===== src/hw/rtl/cwc_pkg.sv =====
// ----------------------------------------------------------------------------
// cwc_pkg: shared types and constants of the waveform crest classifier
// Class codes, classification thresholds and the controller/datapath bundles.
// ----------------------------------------------------------------------------
`default_nettype none

package cwc_pkg;

    localparam int CNT_W     = 16;   // window length / sample count width
    localparam int FRAC_BITS = 16;   // Q0.16 threshold fraction
    localparam int CLASS_W   = 2;

    localparam logic [CNT_W-1:0] WINDOW_RESET = 16'd62500;

    // squared midpoints between adjacent RMS/peak ratios, Q0.16
    localparam logic [FRAC_BITS-1:0] MID_TRI_SINE = 16'd27031;
    localparam logic [FRAC_BITS-1:0] MID_SINE_SQR = 16'd47746;

    localparam logic [CLASS_W-1:0] CLASS_SINE = 2'd0;
    localparam logic [CLASS_W-1:0] CLASS_TRI  = 2'd1;
    localparam logic [CLASS_W-1:0] CLASS_SQR  = 2'd2;

    typedef struct packed {
        logic take;       // sample beat accepted this cycle
        logic mul_sq;     // peak * peak
        logic mul_en;     // count * peak^2
        logic mul_thr;    // energy * both midpoints
        logic load_out;   // decide class, load result register
    } cmd_t;

    typedef struct packed {
        logic win_close;  // the sample now offered closes the window
    } status_t;

endpackage

`default_nettype wire


===== src/hw/rtl/cwc_ctrl.sv =====
// ----------------------------------------------------------------------------
// cwc_ctrl: sequencing controller
// Accepts samples, walks the datapath through the class computation after
// each closed window and owns the result valid flag.
// ----------------------------------------------------------------------------
`default_nettype none

module cwc_ctrl (
    input  wire logic            aclk,
    input  wire logic            aresetn,
    input  wire logic            s_valid,
    output logic                 s_ready,
    output logic                 m_valid,
    input  wire logic            m_ready,
    input  wire cwc_pkg::status_t status,
    output cwc_pkg::cmd_t        cmd
);

    typedef enum logic [2:0] {
        ST_ACC,
        ST_SQ,
        ST_EN,
        ST_THR,
        ST_OUT
    } state_t;

    state_t state_reg;
    logic   out_valid_reg;

    assign s_ready = (state_reg == ST_ACC);
    assign m_valid = out_valid_reg;

    always_comb begin
        cmd          = '0;
        cmd.take     = s_ready && s_valid;
        cmd.mul_sq   = (state_reg == ST_SQ);
        cmd.mul_en   = (state_reg == ST_EN);
        cmd.mul_thr  = (state_reg == ST_THR);
        cmd.load_out = (state_reg == ST_OUT) && (!out_valid_reg || m_ready);
    end

    always_ff @(posedge aclk) begin
        if (!aresetn) begin
            state_reg     <= ST_ACC;
            out_valid_reg <= 1'b0;
        end else begin
            case (state_reg)
                ST_ACC: begin
                    if (cmd.take && status.win_close) state_reg <= ST_SQ;
                end
                ST_SQ:  state_reg <= ST_EN;
                ST_EN:  state_reg <= ST_THR;
                ST_THR: state_reg <= ST_OUT;
                ST_OUT: begin
                    if (cmd.load_out) state_reg <= ST_ACC;
                end
                default: state_reg <= ST_ACC;
            endcase

            if (cmd.load_out) begin
                out_valid_reg <= 1'b1;
            end else if (m_ready) begin
                out_valid_reg <= 1'b0;
            end
        end
    end

endmodule

`default_nettype wire


===== src/hw/rtl/cwc_datapath.sv =====
// ----------------------------------------------------------------------------
// cwc_datapath: accumulation and classification datapath
// Sum of squares, running peak and sample count per window; at window close
// a snapshot goes through three registered multiply steps and a compare.
// ----------------------------------------------------------------------------
`default_nettype none

module cwc_datapath #(
    parameter int SAMPLE_BITS = 12,
    localparam int ACC_W  = 2 * SAMPLE_BITS + cwc_pkg::CNT_W,
    localparam int PROD_W = ACC_W + cwc_pkg::FRAC_BITS
) (
    input  wire logic                        aclk,
    input  wire logic                        aresetn,
    input  wire logic                        cfg_wr_en,
    input  wire logic [cwc_pkg::CNT_W-1:0]   cfg_wr_data,
    input  wire logic [SAMPLE_BITS-1:0]      sample,
    input  wire cwc_pkg::cmd_t               cmd,
    output cwc_pkg::status_t                 status,
    output logic [cwc_pkg::CLASS_W-1:0]      out_class,
    output logic [SAMPLE_BITS-1:0]           out_peak,
    output logic [ACC_W-1:0]                 out_sum
);

    localparam int CNT_W = cwc_pkg::CNT_W;
    localparam int SQ_W  = 2 * SAMPLE_BITS;

    logic [CNT_W-1:0]       window_length_reg;
    logic [ACC_W-1:0]       acc_reg;
    logic [SAMPLE_BITS-1:0] peak_reg;
    logic [CNT_W-1:0]       count_reg;

    logic [ACC_W-1:0]       snap_sum_reg;
    logic [SAMPLE_BITS-1:0] snap_peak_reg;
    logic [CNT_W-1:0]       snap_count_reg;
    logic [SQ_W-1:0]        pk_sq_reg;
    logic [ACC_W-1:0]       energy_reg;
    logic [PROD_W-1:0]      thr_lo_reg;
    logic [PROD_W-1:0]      thr_hi_reg;

    logic [ACC_W-1:0]       acc_next;
    logic [SAMPLE_BITS-1:0] peak_next;
    logic [CNT_W:0]         count_next;
    logic [CNT_W:0]         limit;
    logic [PROD_W-1:0]      scaled_sum;
    logic [cwc_pkg::CLASS_W-1:0] class_next;

    assign acc_next   = acc_reg + ACC_W'(SQ_W'(sample) * SQ_W'(sample));
    assign peak_next  = (sample > peak_reg) ? sample : peak_reg;
    assign count_next = {1'b0, count_reg} + 1'b1;
    // a zero window length acts as a one-sample window
    assign limit      = (window_length_reg == '0) ? (CNT_W+1)'(1)
                                                  : {1'b0, window_length_reg};
    assign status.win_close = (count_next >= limit);

    assign scaled_sum = {snap_sum_reg, {cwc_pkg::FRAC_BITS{1'b0}}};

    always_comb begin
        if (snap_peak_reg == '0) begin
            class_next = cwc_pkg::CLASS_SQR;
        end else if (scaled_sum <= thr_lo_reg) begin
            class_next = cwc_pkg::CLASS_TRI;
        end else if (scaled_sum >= thr_hi_reg) begin
            class_next = cwc_pkg::CLASS_SQR;
        end else begin
            class_next = cwc_pkg::CLASS_SINE;
        end
    end

    always_ff @(posedge aclk) begin
        if (!aresetn) begin
            window_length_reg <= cwc_pkg::WINDOW_RESET;
            acc_reg           <= '0;
            peak_reg          <= '0;
            count_reg         <= '0;
        end else begin
            if (cfg_wr_en) window_length_reg <= cfg_wr_data;
            if (cmd.take) begin
                if (status.win_close) begin
                    acc_reg   <= '0;
                    peak_reg  <= '0;
                    count_reg <= '0;
                end else begin
                    acc_reg   <= acc_next;
                    peak_reg  <= peak_next;
                    count_reg <= count_next[CNT_W-1:0];
                end
            end
        end
    end

    // payload registers, no reset
    always_ff @(posedge aclk) begin
        if (cmd.take && status.win_close) begin
            snap_sum_reg   <= acc_next;
            snap_peak_reg  <= peak_next;
            snap_count_reg <= count_next[CNT_W-1:0];
        end
        if (cmd.mul_sq) pk_sq_reg <= SQ_W'(snap_peak_reg) * SQ_W'(snap_peak_reg);
        if (cmd.mul_en) energy_reg <= ACC_W'(snap_count_reg) * ACC_W'(pk_sq_reg);
        if (cmd.mul_thr) begin
            thr_lo_reg <= PROD_W'(energy_reg) * PROD_W'(cwc_pkg::MID_TRI_SINE);
            thr_hi_reg <= PROD_W'(energy_reg) * PROD_W'(cwc_pkg::MID_SINE_SQR);
        end
        if (cmd.load_out) begin
            out_class <= class_next;
            out_peak  <= snap_peak_reg;
            out_sum   <= snap_sum_reg;
        end
    end

endmodule

`default_nettype wire


===== src/hw/rtl/waveform_crest_classifier_unit.sv =====
// After the beat that closes a window, ST_SQ, ST_EN, ST_THR and ST_OUT run in turn before m_axis_tvalid rises.
// Throughput: one sample beat per cycle inside a window; after the closing
// beat the input stalls for the class multiplies and compare, and longer
// while the previous result still sits unaccepted in the output register.
// Reset (aresetn low, synchronous): clears sums, peak and count, loads a
// window length of 62500 and drops any pending result.
// ----------------------------------------------------------------------------
// waveform_crest_classifier_unit: crest factor waveform classifier
// Accumulates squares and peak of ADC samples per window and classifies the
// waveform as triangle, sine or square from RMS versus peak.
// ----------------------------------------------------------------------------
`default_nettype none

module waveform_crest_classifier_unit #(
    parameter int SAMPLE_BITS = 12,
    localparam int ACC_W   = 2 * SAMPLE_BITS + cwc_pkg::CNT_W,
    localparam int IN_W    = ((SAMPLE_BITS + 7) / 8) * 8,
    localparam int FIELD_W = cwc_pkg::CLASS_W + SAMPLE_BITS + ACC_W,
    localparam int OUT_W   = ((FIELD_W + 7) / 8) * 8
) (
    input  wire logic                      aclk,
    input  wire logic                      aresetn,
    input  wire logic                      cfg_wr_en,
    input  wire logic [cwc_pkg::CNT_W-1:0] cfg_wr_data,    // window_length
    input  wire logic                      s_axis_tvalid,
    output logic                           s_axis_tready,
    input  wire logic [IN_W-1:0]           s_axis_tdata,   // sample
    output logic                           m_axis_tvalid,
    input  wire logic                      m_axis_tready,
    output logic [OUT_W-1:0]               m_axis_tdata    // wave_class, peak, sum_squares
);

    cwc_pkg::cmd_t    cmd;
    cwc_pkg::status_t status;

    logic [cwc_pkg::CLASS_W-1:0] out_class;
    logic [SAMPLE_BITS-1:0]      out_peak;
    logic [ACC_W-1:0]            out_sum;

    cwc_ctrl u_ctrl (
        .aclk    (aclk),
        .aresetn (aresetn),
        .s_valid (s_axis_tvalid),
        .s_ready (s_axis_tready),
        .m_valid (m_axis_tvalid),
        .m_ready (m_axis_tready),
        .status  (status),
        .cmd     (cmd)
    );

    cwc_datapath #(
        .SAMPLE_BITS (SAMPLE_BITS)
    ) u_datapath (
        .aclk        (aclk),
        .aresetn     (aresetn),
        .cfg_wr_en   (cfg_wr_en),
        .cfg_wr_data (cfg_wr_data),
        .sample      (s_axis_tdata[SAMPLE_BITS-1:0]),
        .cmd         (cmd),
        .status      (status),
        .out_class   (out_class),
        .out_peak    (out_peak),
        .out_sum     (out_sum)
    );

    assign m_axis_tdata = OUT_W'({out_sum, out_peak, out_class});

endmodule

`default_nettype wire


===== config.mk =====
export PLATFORM = sky130hd
export DESIGN_NAME = waveform_crest_classifier_unit
export DESIGN_NICKNAME = d
export VERILOG_FILES = /design/src/hw/rtl/cwc_pkg.sv /design/src/hw/rtl/cwc_ctrl.sv /design/src/hw/rtl/cwc_datapath.sv /design/src/hw/rtl/waveform_crest_classifier_unit.sv
export SDC_FILE = /design/constraint.sdc
export NUM_CORES = 2
export LEC_CHECK = 0
export ABC_CLOCK_PERIOD_IN_PS = 9500
export BUFFER_PORTS_ARGS = -buffer_cell sky130_fd_sc_hd__buf_2
export CORE_UTILIZATION = 35
export CTS_CLUSTER_SIZE = 24
export DETAILED_ROUTE_END_ITERATION = 12
export PLACE_DENSITY = 0.51
export SYNTH_ARGS = -nofsm -noshare
export SYNTH_HDL_FRONTEND = slang
export SYNTH_SLANG_ARGS = --single-unit

===== constraint.sdc =====
create_clock -name aclk -period 9.5 [get_ports aclk]
set_input_delay 0.95 -clock aclk [delete_from_list [all_inputs] [get_ports aclk]]
set_output_delay 0.95 -clock aclk [all_outputs]
set_load 0.03 [all_outputs]

# Yosys cells after proc, flatten, opt, wreduce, memory -nomap -nowiden

Index checks and enable logic that the tools add are counted.

Bits in registers: 384
Logic and storage cells: 55
Bits of input ports: 37

Equality and inequality tests: 6
Add/sub/neg operators: 2
Magnitude comparators: 4
Reduce and logical (&&, ||, !) cells: 10
Multipliers: 5
Mux-type cells: 12

Operator list:

| kind                                                 | number |
|---|---|
| multiplier 40 x 15 -> 55 bit (second input constant) | 2 |
| >= comparator 56 bit                                 | 1 |
| less-or-equal comparator 56 x 55 -> 1 bit            | 1 |
| multiplier 12 x 12 -> 24 bit                         | 2 |
| adder 40 x 24 -> 40 bit                              | 1 |
| multiplier 16 x 24 -> 40 bit                         | 1 |
| two-way mux 40 bit                                   | 1 |
| two-way mux 16 bit                                   | 2 |
| two-way mux 12 bit                                   | 2 |
| adder 16 x 1 -> 17 bit (second input constant)       | 1 |
| >= comparator 17 bit                                 | 1 |
| zero test 16 bit                                     | 1 |
| one-hot mux 3 bit (5 select lines)                   | 1 |
| > comparator 12 bit                                  | 1 |
| zero test 12 bit                                     | 1 |
| equality test 3 x 2 -> 1 bit (second input constant) | 2 |
| two-way mux 3 bit                                    | 2 |
| two-way mux 2 bit                                    | 2 |
| != test 2 bit (second input constant)                | 2 |
| equality test 3 x 1 -> 1 bit (second input constant) | 1 |
| equality test 3 bit (second input constant)          | 1 |
| logical AND 1 bit                                    | 3 |
| zero test 3 bit                                      | 1 |
| two-way mux 1 bit                                    | 2 |
| other kinds (4)                                      | 4 |

# Depth between registers and ports, before layout

Depth after elaboration: 6
Gate-level depth with buffers: 25
Mapped depth without buffers: 24

# Cells and area by module

Synthesis repeated with hierarchy kept, for this count alone.

Cell total of the unflattened synthesis: 5698
Area, all modules: 56427.9 um2

Modules (own cells, without submodules):

| module                         | area an instance (um2) | times used | seq. area each (um2) | cells each |
|---|---|---|---|---|
| cwc_datapath                   | 56206.4                | 1          | 10510.1              | 5675 |
| cwc_ctrl                       | 202.7                  | 1          | 80.1                 | 20 |
| waveform_crest_classifier_unit | 18.8                   | 1          | 0.0                  | 3 |

# Least setup slack after synthesis

OpenSTA, ideal clock, no wires.

Kind: input port to flip-flop
From: input port s_axis_tdata[6]
To: register u_datapath.acc_reg[34]
Arrival: 6436 ps
Path buffers: 1
Slack: 2947 ps
Required time: 9384 ps
Stages: 21
Library setup time: 116 ps
Path through: clkbuf_1 > nand2_1 > fa_1 > inv_1 > fa_1 > inv_1 > fa_1 > inv_1 > fa_1 > fa_1 > ha_1 > a21o_1 > a2111oi_4 > a211oi_1 > o311a_1 > a41o_1 > a221oi_4 > nor3_4 > nand4_2 > o41ai_1 > a41o_1

Word-level cells in the longest chain between the ends: 3

Ends and longest elaborated chain:

| item                         | line                                 | RTL |
|---|---|---|
| start, declared              | waveform_crest_classifier_unit.sv:27 | `input wire logic [IN_W-1:0] s_axis_tdata,` |
| multiplier 12 x 12 -> 24 bit | cwc_datapath.sv:48                   | `assign acc_next = acc_reg + ACC_W'(SQ_W'(sample) * SQ_W'(sample));` |
| adder 40 x 24 -> 40 bit      | cwc_datapath.sv:48                   |  |
| two-way mux 40 bit           | cwc_datapath.sv:79                   | `if (status.win_close) begin` |
| end signal, assigned         | cwc_datapath.sv:84                   | `acc_reg <= acc_next;` |
| end, declared                | cwc_datapath.sv:29                   | `logic [ACC_W-1:0] acc_reg;` |

No other way between the ends.
A chain may end at the register's enable or synchronous reset.

# Final worst setup path

From: register u_datapath.energy_reg[11]
To: register u_datapath.thr_hi_reg[54], data pin

Word-level cells in the longest chain between the ends: 1

Ends and longest elaborated chain:

| item                         | line                | RTL |
|---|---|---|
| start, declared              | cwc_datapath.sv:37  | `logic [ACC_W-1:0] energy_reg;` |
| start signal, assigned       | cwc_datapath.sv:100 | `if (cmd.mul_en) energy_reg <= ACC_W'(snap_count_reg) * ACC_W'(pk_sq_reg);` |
| multiplier 40 x 15 -> 55 bit | cwc_datapath.sv:103 | `thr_hi_reg <= PROD_W'(energy_reg) * PROD_W'(cwc_pkg::MID_SINE_SQR);` |
| end signal, assigned         | cwc_datapath.sv:103 |  |
| end, declared                | cwc_datapath.sv:39  | `logic [PROD_W-1:0] thr_hi_reg;` |

No other way between the ends.

==> results_dict.tcl <==
set metrics [dict create \
    area_growth_pct 7.79 \
    via_count 38100 \
    clock_power_share 0.318 \
    grt_pass1_vias 40600 \
    clk_latency_ns 0.66 \
    synth_edf_count 294 \
    antenna_found_initial 8 \
    tightest_slew_ns 1.21 \
    min_period_ns 7.31 \
    r2r_slack_ns 2.19 \
    fmaxAchievable_mhz 137 \
    final_max_slew_viol_count 0 \
    synth_cell_types 81 \
    grtUsageMet3 0.0222 \
    synthMuxAreaShare 0.00288 \
    crit_path_frequent_cell "fa_1" \
    dpl.cell_count 7924 \
    cts_hold_buf 0 \
    slowest_stage "o41ai_1" \
    power.internal_w 0.00401 \
    p_sw_frac 0.356 \
    gp_congestion 0.863 \
    grt_first_pass_wirelength_um 230000 \
    synthArstFlopShare 0 \
    crit_path_cell_trace "ha_1, inv_1, fa_1, inv_1, fa_1, fa_1, fa_1, ha_1, ha_1, nand4_1, nor2_1, o211ai_1, o211ai_1, a211oi_1, o41ai_1, a31oi_1, o41ai_1, a21oi_1, xnor2_1" \
    dpl.hpwl_um 119000 \
    wirelength_um 144000 \
    comb_power_share 0.367 \
    synth_top_area_share 0.318 \
    vdd_drop_max_uv 197 \
    fin_skew_ns 0.0363 \
    drc 0 \
    pwr-share-seq 0.315 \
    yosysMostFrequentCell "inv_1" \
    worstSetupEndpointType "flop" \
    status "finished, final reports clean" \
    rows 147 \
    largest_register_ffs 55 \
    synth_common_cells "1466 x inv_1, 905 x fa_1, 764 x ha_1" \
    synth_compound_area_frac 0.0826 \
    fin_nets 7521 \
    synth_simple_gate_area_share 0.104 \
    viasPerCell 4.75 \
    cts_tree "yes" \
    grt_setup_unrepaired "no" \
    critical_path.max_stage_delay_ns 0.68 \
    final_cells 8017 \
    finalSetupViolCount 0 \
    dieArea_um2 164000 \
    netlist_area_um2 56900 \
    post-cts-setup-buffers 0 \
    initial_utilization 0.354 \
    synthTopCellsByArea "fa_1 32%, ha_1 17%, edfxtp_1 16%" \
    path_class "reg2reg" \
    met1_usage 0.262 \
    htree_levels 2 \
    worstPathMaxFanout 9 \
    yosys_register_bits 382 \
    min_path_type "reg2reg" \
    cap_violations 0 \
    synthAdderAreaFrac 0.486 \
    die_y_um 405 \
    cts.repair.resized 0 \
    maxSlewHeadroom 0.192 \
    tns_ns 0 \
    coreArea_um2 161000 \
    fin_crit_sh 0.770 \
    cts_root_buf "clkbuf_16" \
    cp.required_ns 9.94 \
    grt_max_degree 80 \
    wl_per_cell_um 18.0 \
    finalWorstSetupSlack_ns 2.19 \
    grtUsageMet2 0.285 \
    syn_inst 5814 \
    dp_slack_ns 2.17 \
    port_buffers 88 \
    firstDrtPassIters 5 \
    synth-main-ff-cell "edfxtp_1" \
    ys_seq_area_frac 0.186 \
    synth.avg_cell_area_um2 9.79 \
    power_switching_w 0.00222 \
    track_usage 0.180 \
    clk_path_buf_depth 3 \
    drive_above_1_share 0.0383 \
    leakage_nw 30.7 \
    cp.arrival_ns 7.75 \
    path_clk_slew_ns 0.06 \
    clock-sinks 382 \
    first_iter_violations 1747 \
    powerDensity_nw_per_um2 102 \
    die_width_um 405 \
    synth_top_area_cell "fa_1" \
    synth_top_family_by_area "adder cells" \
    hold_violations 0 \
    cts_buffers 49 \
    synth_xor_area_frac 0.0305 \
    synth_warnings 0 \
    critPathLaunchType "flop" \
    grt.overflow.total 0 \
    ant_nets 0 \
    pin_count 95 \
    grt-busiest-layer "met2" \
]
placed cells by master, fill, tap and decap left out, types with 23 or more instances in the layout:
cell / instances
nor3_1: 40
a21o_1: 155
fa_1: 905
xnor2_1: 134
and3_1: 24
ha_1: 764
nand4_1: 51
o21ai_0: 120
edfxtp_1: 294
nand3_1: 89
nor2_1: 138
clkbuf_16: 52
nor2b_1: 32
and2_1: 255
nand2_1: 441
a21oi_1: 238
dfxtp_1: 88
xor2_1: 64
buf_2: 88
a31oi_1: 24
nand2b_1: 23
inv_1: 1466
logic make-up after synthesis:
kind of cell | after synthesis
and+or+nand+nor | 1185
buffers and inverters | 1633
adders and majority gates | 1669
other | 2
muxes | 16
xor gates and xnor gates | 198
AOI/OAI and AO/OA | 729
DFF | 382
power by group through the flow:
stage	clock network [W]	registers, W	logic, W
detailed placement	0	0.00200	0.00228
finish	0.00199	0.00196	0.00229
floorplan	0	0.00199	0.00175
global placement	0	0.00200	0.00227
global route	0.00210	0.00197	0.00261
CTS	0.00205	0.00196	0.00229
worst max-delay path: cells and delay by family (launching register included):
family	cells	cell delay, ns
flops	1	0.65
xor+xnor	1	0.29
simple gates	2	0.36
fa+ha+maj	7	3.27
compound gates	7	2.40
buf+inv	2	0.14
metrics by stage:
step / hold slack (ns) / instance area [µm²] / utilization / total power [W]
floorplan: 0.432 / 56900 / - / 0.00374
global placement: 0.439 / 59600 / 0.371 / 0.00427
detailed placement: 0.444 / 59600 / 0.371 / 0.00428
CTS: 0.453 / 61300 / 0.381 / 0.00631
global route: 0.466 / 61300 / 0.381 / 0.00668
finish: 0.450 / 61400 / 0.381 / 0.00624
metal layers:
metal / up-vias / part of all wire
li1: 18400 / -
met1: 19000 / 0.49
met2: 590 / 0.45
met3: 138 / 0.038
met4: 0 / 0.019
met5: - / 0
final timing paths:
| path | startpoint | end | cells past startpoint |
|---|---|---|---|
| hold / removal | u_datapath.peak_reg[1]$_SDFFE_PN0P_ | u_datapath.peak_reg[1]$_SDFFE_PN0P_ | 2 |
| setup / recovery | u_datapath.energy_reg[11]$_DFFE_PP_ | u_datapath.thr_hi_reg[54]$_DFFE_PP_ | 19 |
| setup reg to reg | u_datapath.energy_reg[11]$_DFFE_PP_ | u_datapath.thr_hi_reg[54]$_DFFE_PP_ | 19 |
| hold reg to reg | u_datapath.peak_reg[1]$_SDFFE_PN0P_ | u_datapath.peak_reg[1]$_SDFFE_PN0P_ | 2 |
final cells by class:
| cell class | count | area [µm²] |
|---|---|---|
| Sequential cell | 382 | 10600 |
| Inverter | 1467 | 5510 |
| Timing Repair Buffer | 108 | 591 |
| Fill cell | 16100 | 99600 |
| Tap cell | 2160 | 2700 |
| Multi-Input combinational cell | 3807 | 40200 |
| Clock buffer | 60 | 1360 |
| Antenna cell | 1 | 2.50 |
| Clock inverter | 32 | 348 |
No activity file was read; power rests on OpenSTA's default activity.
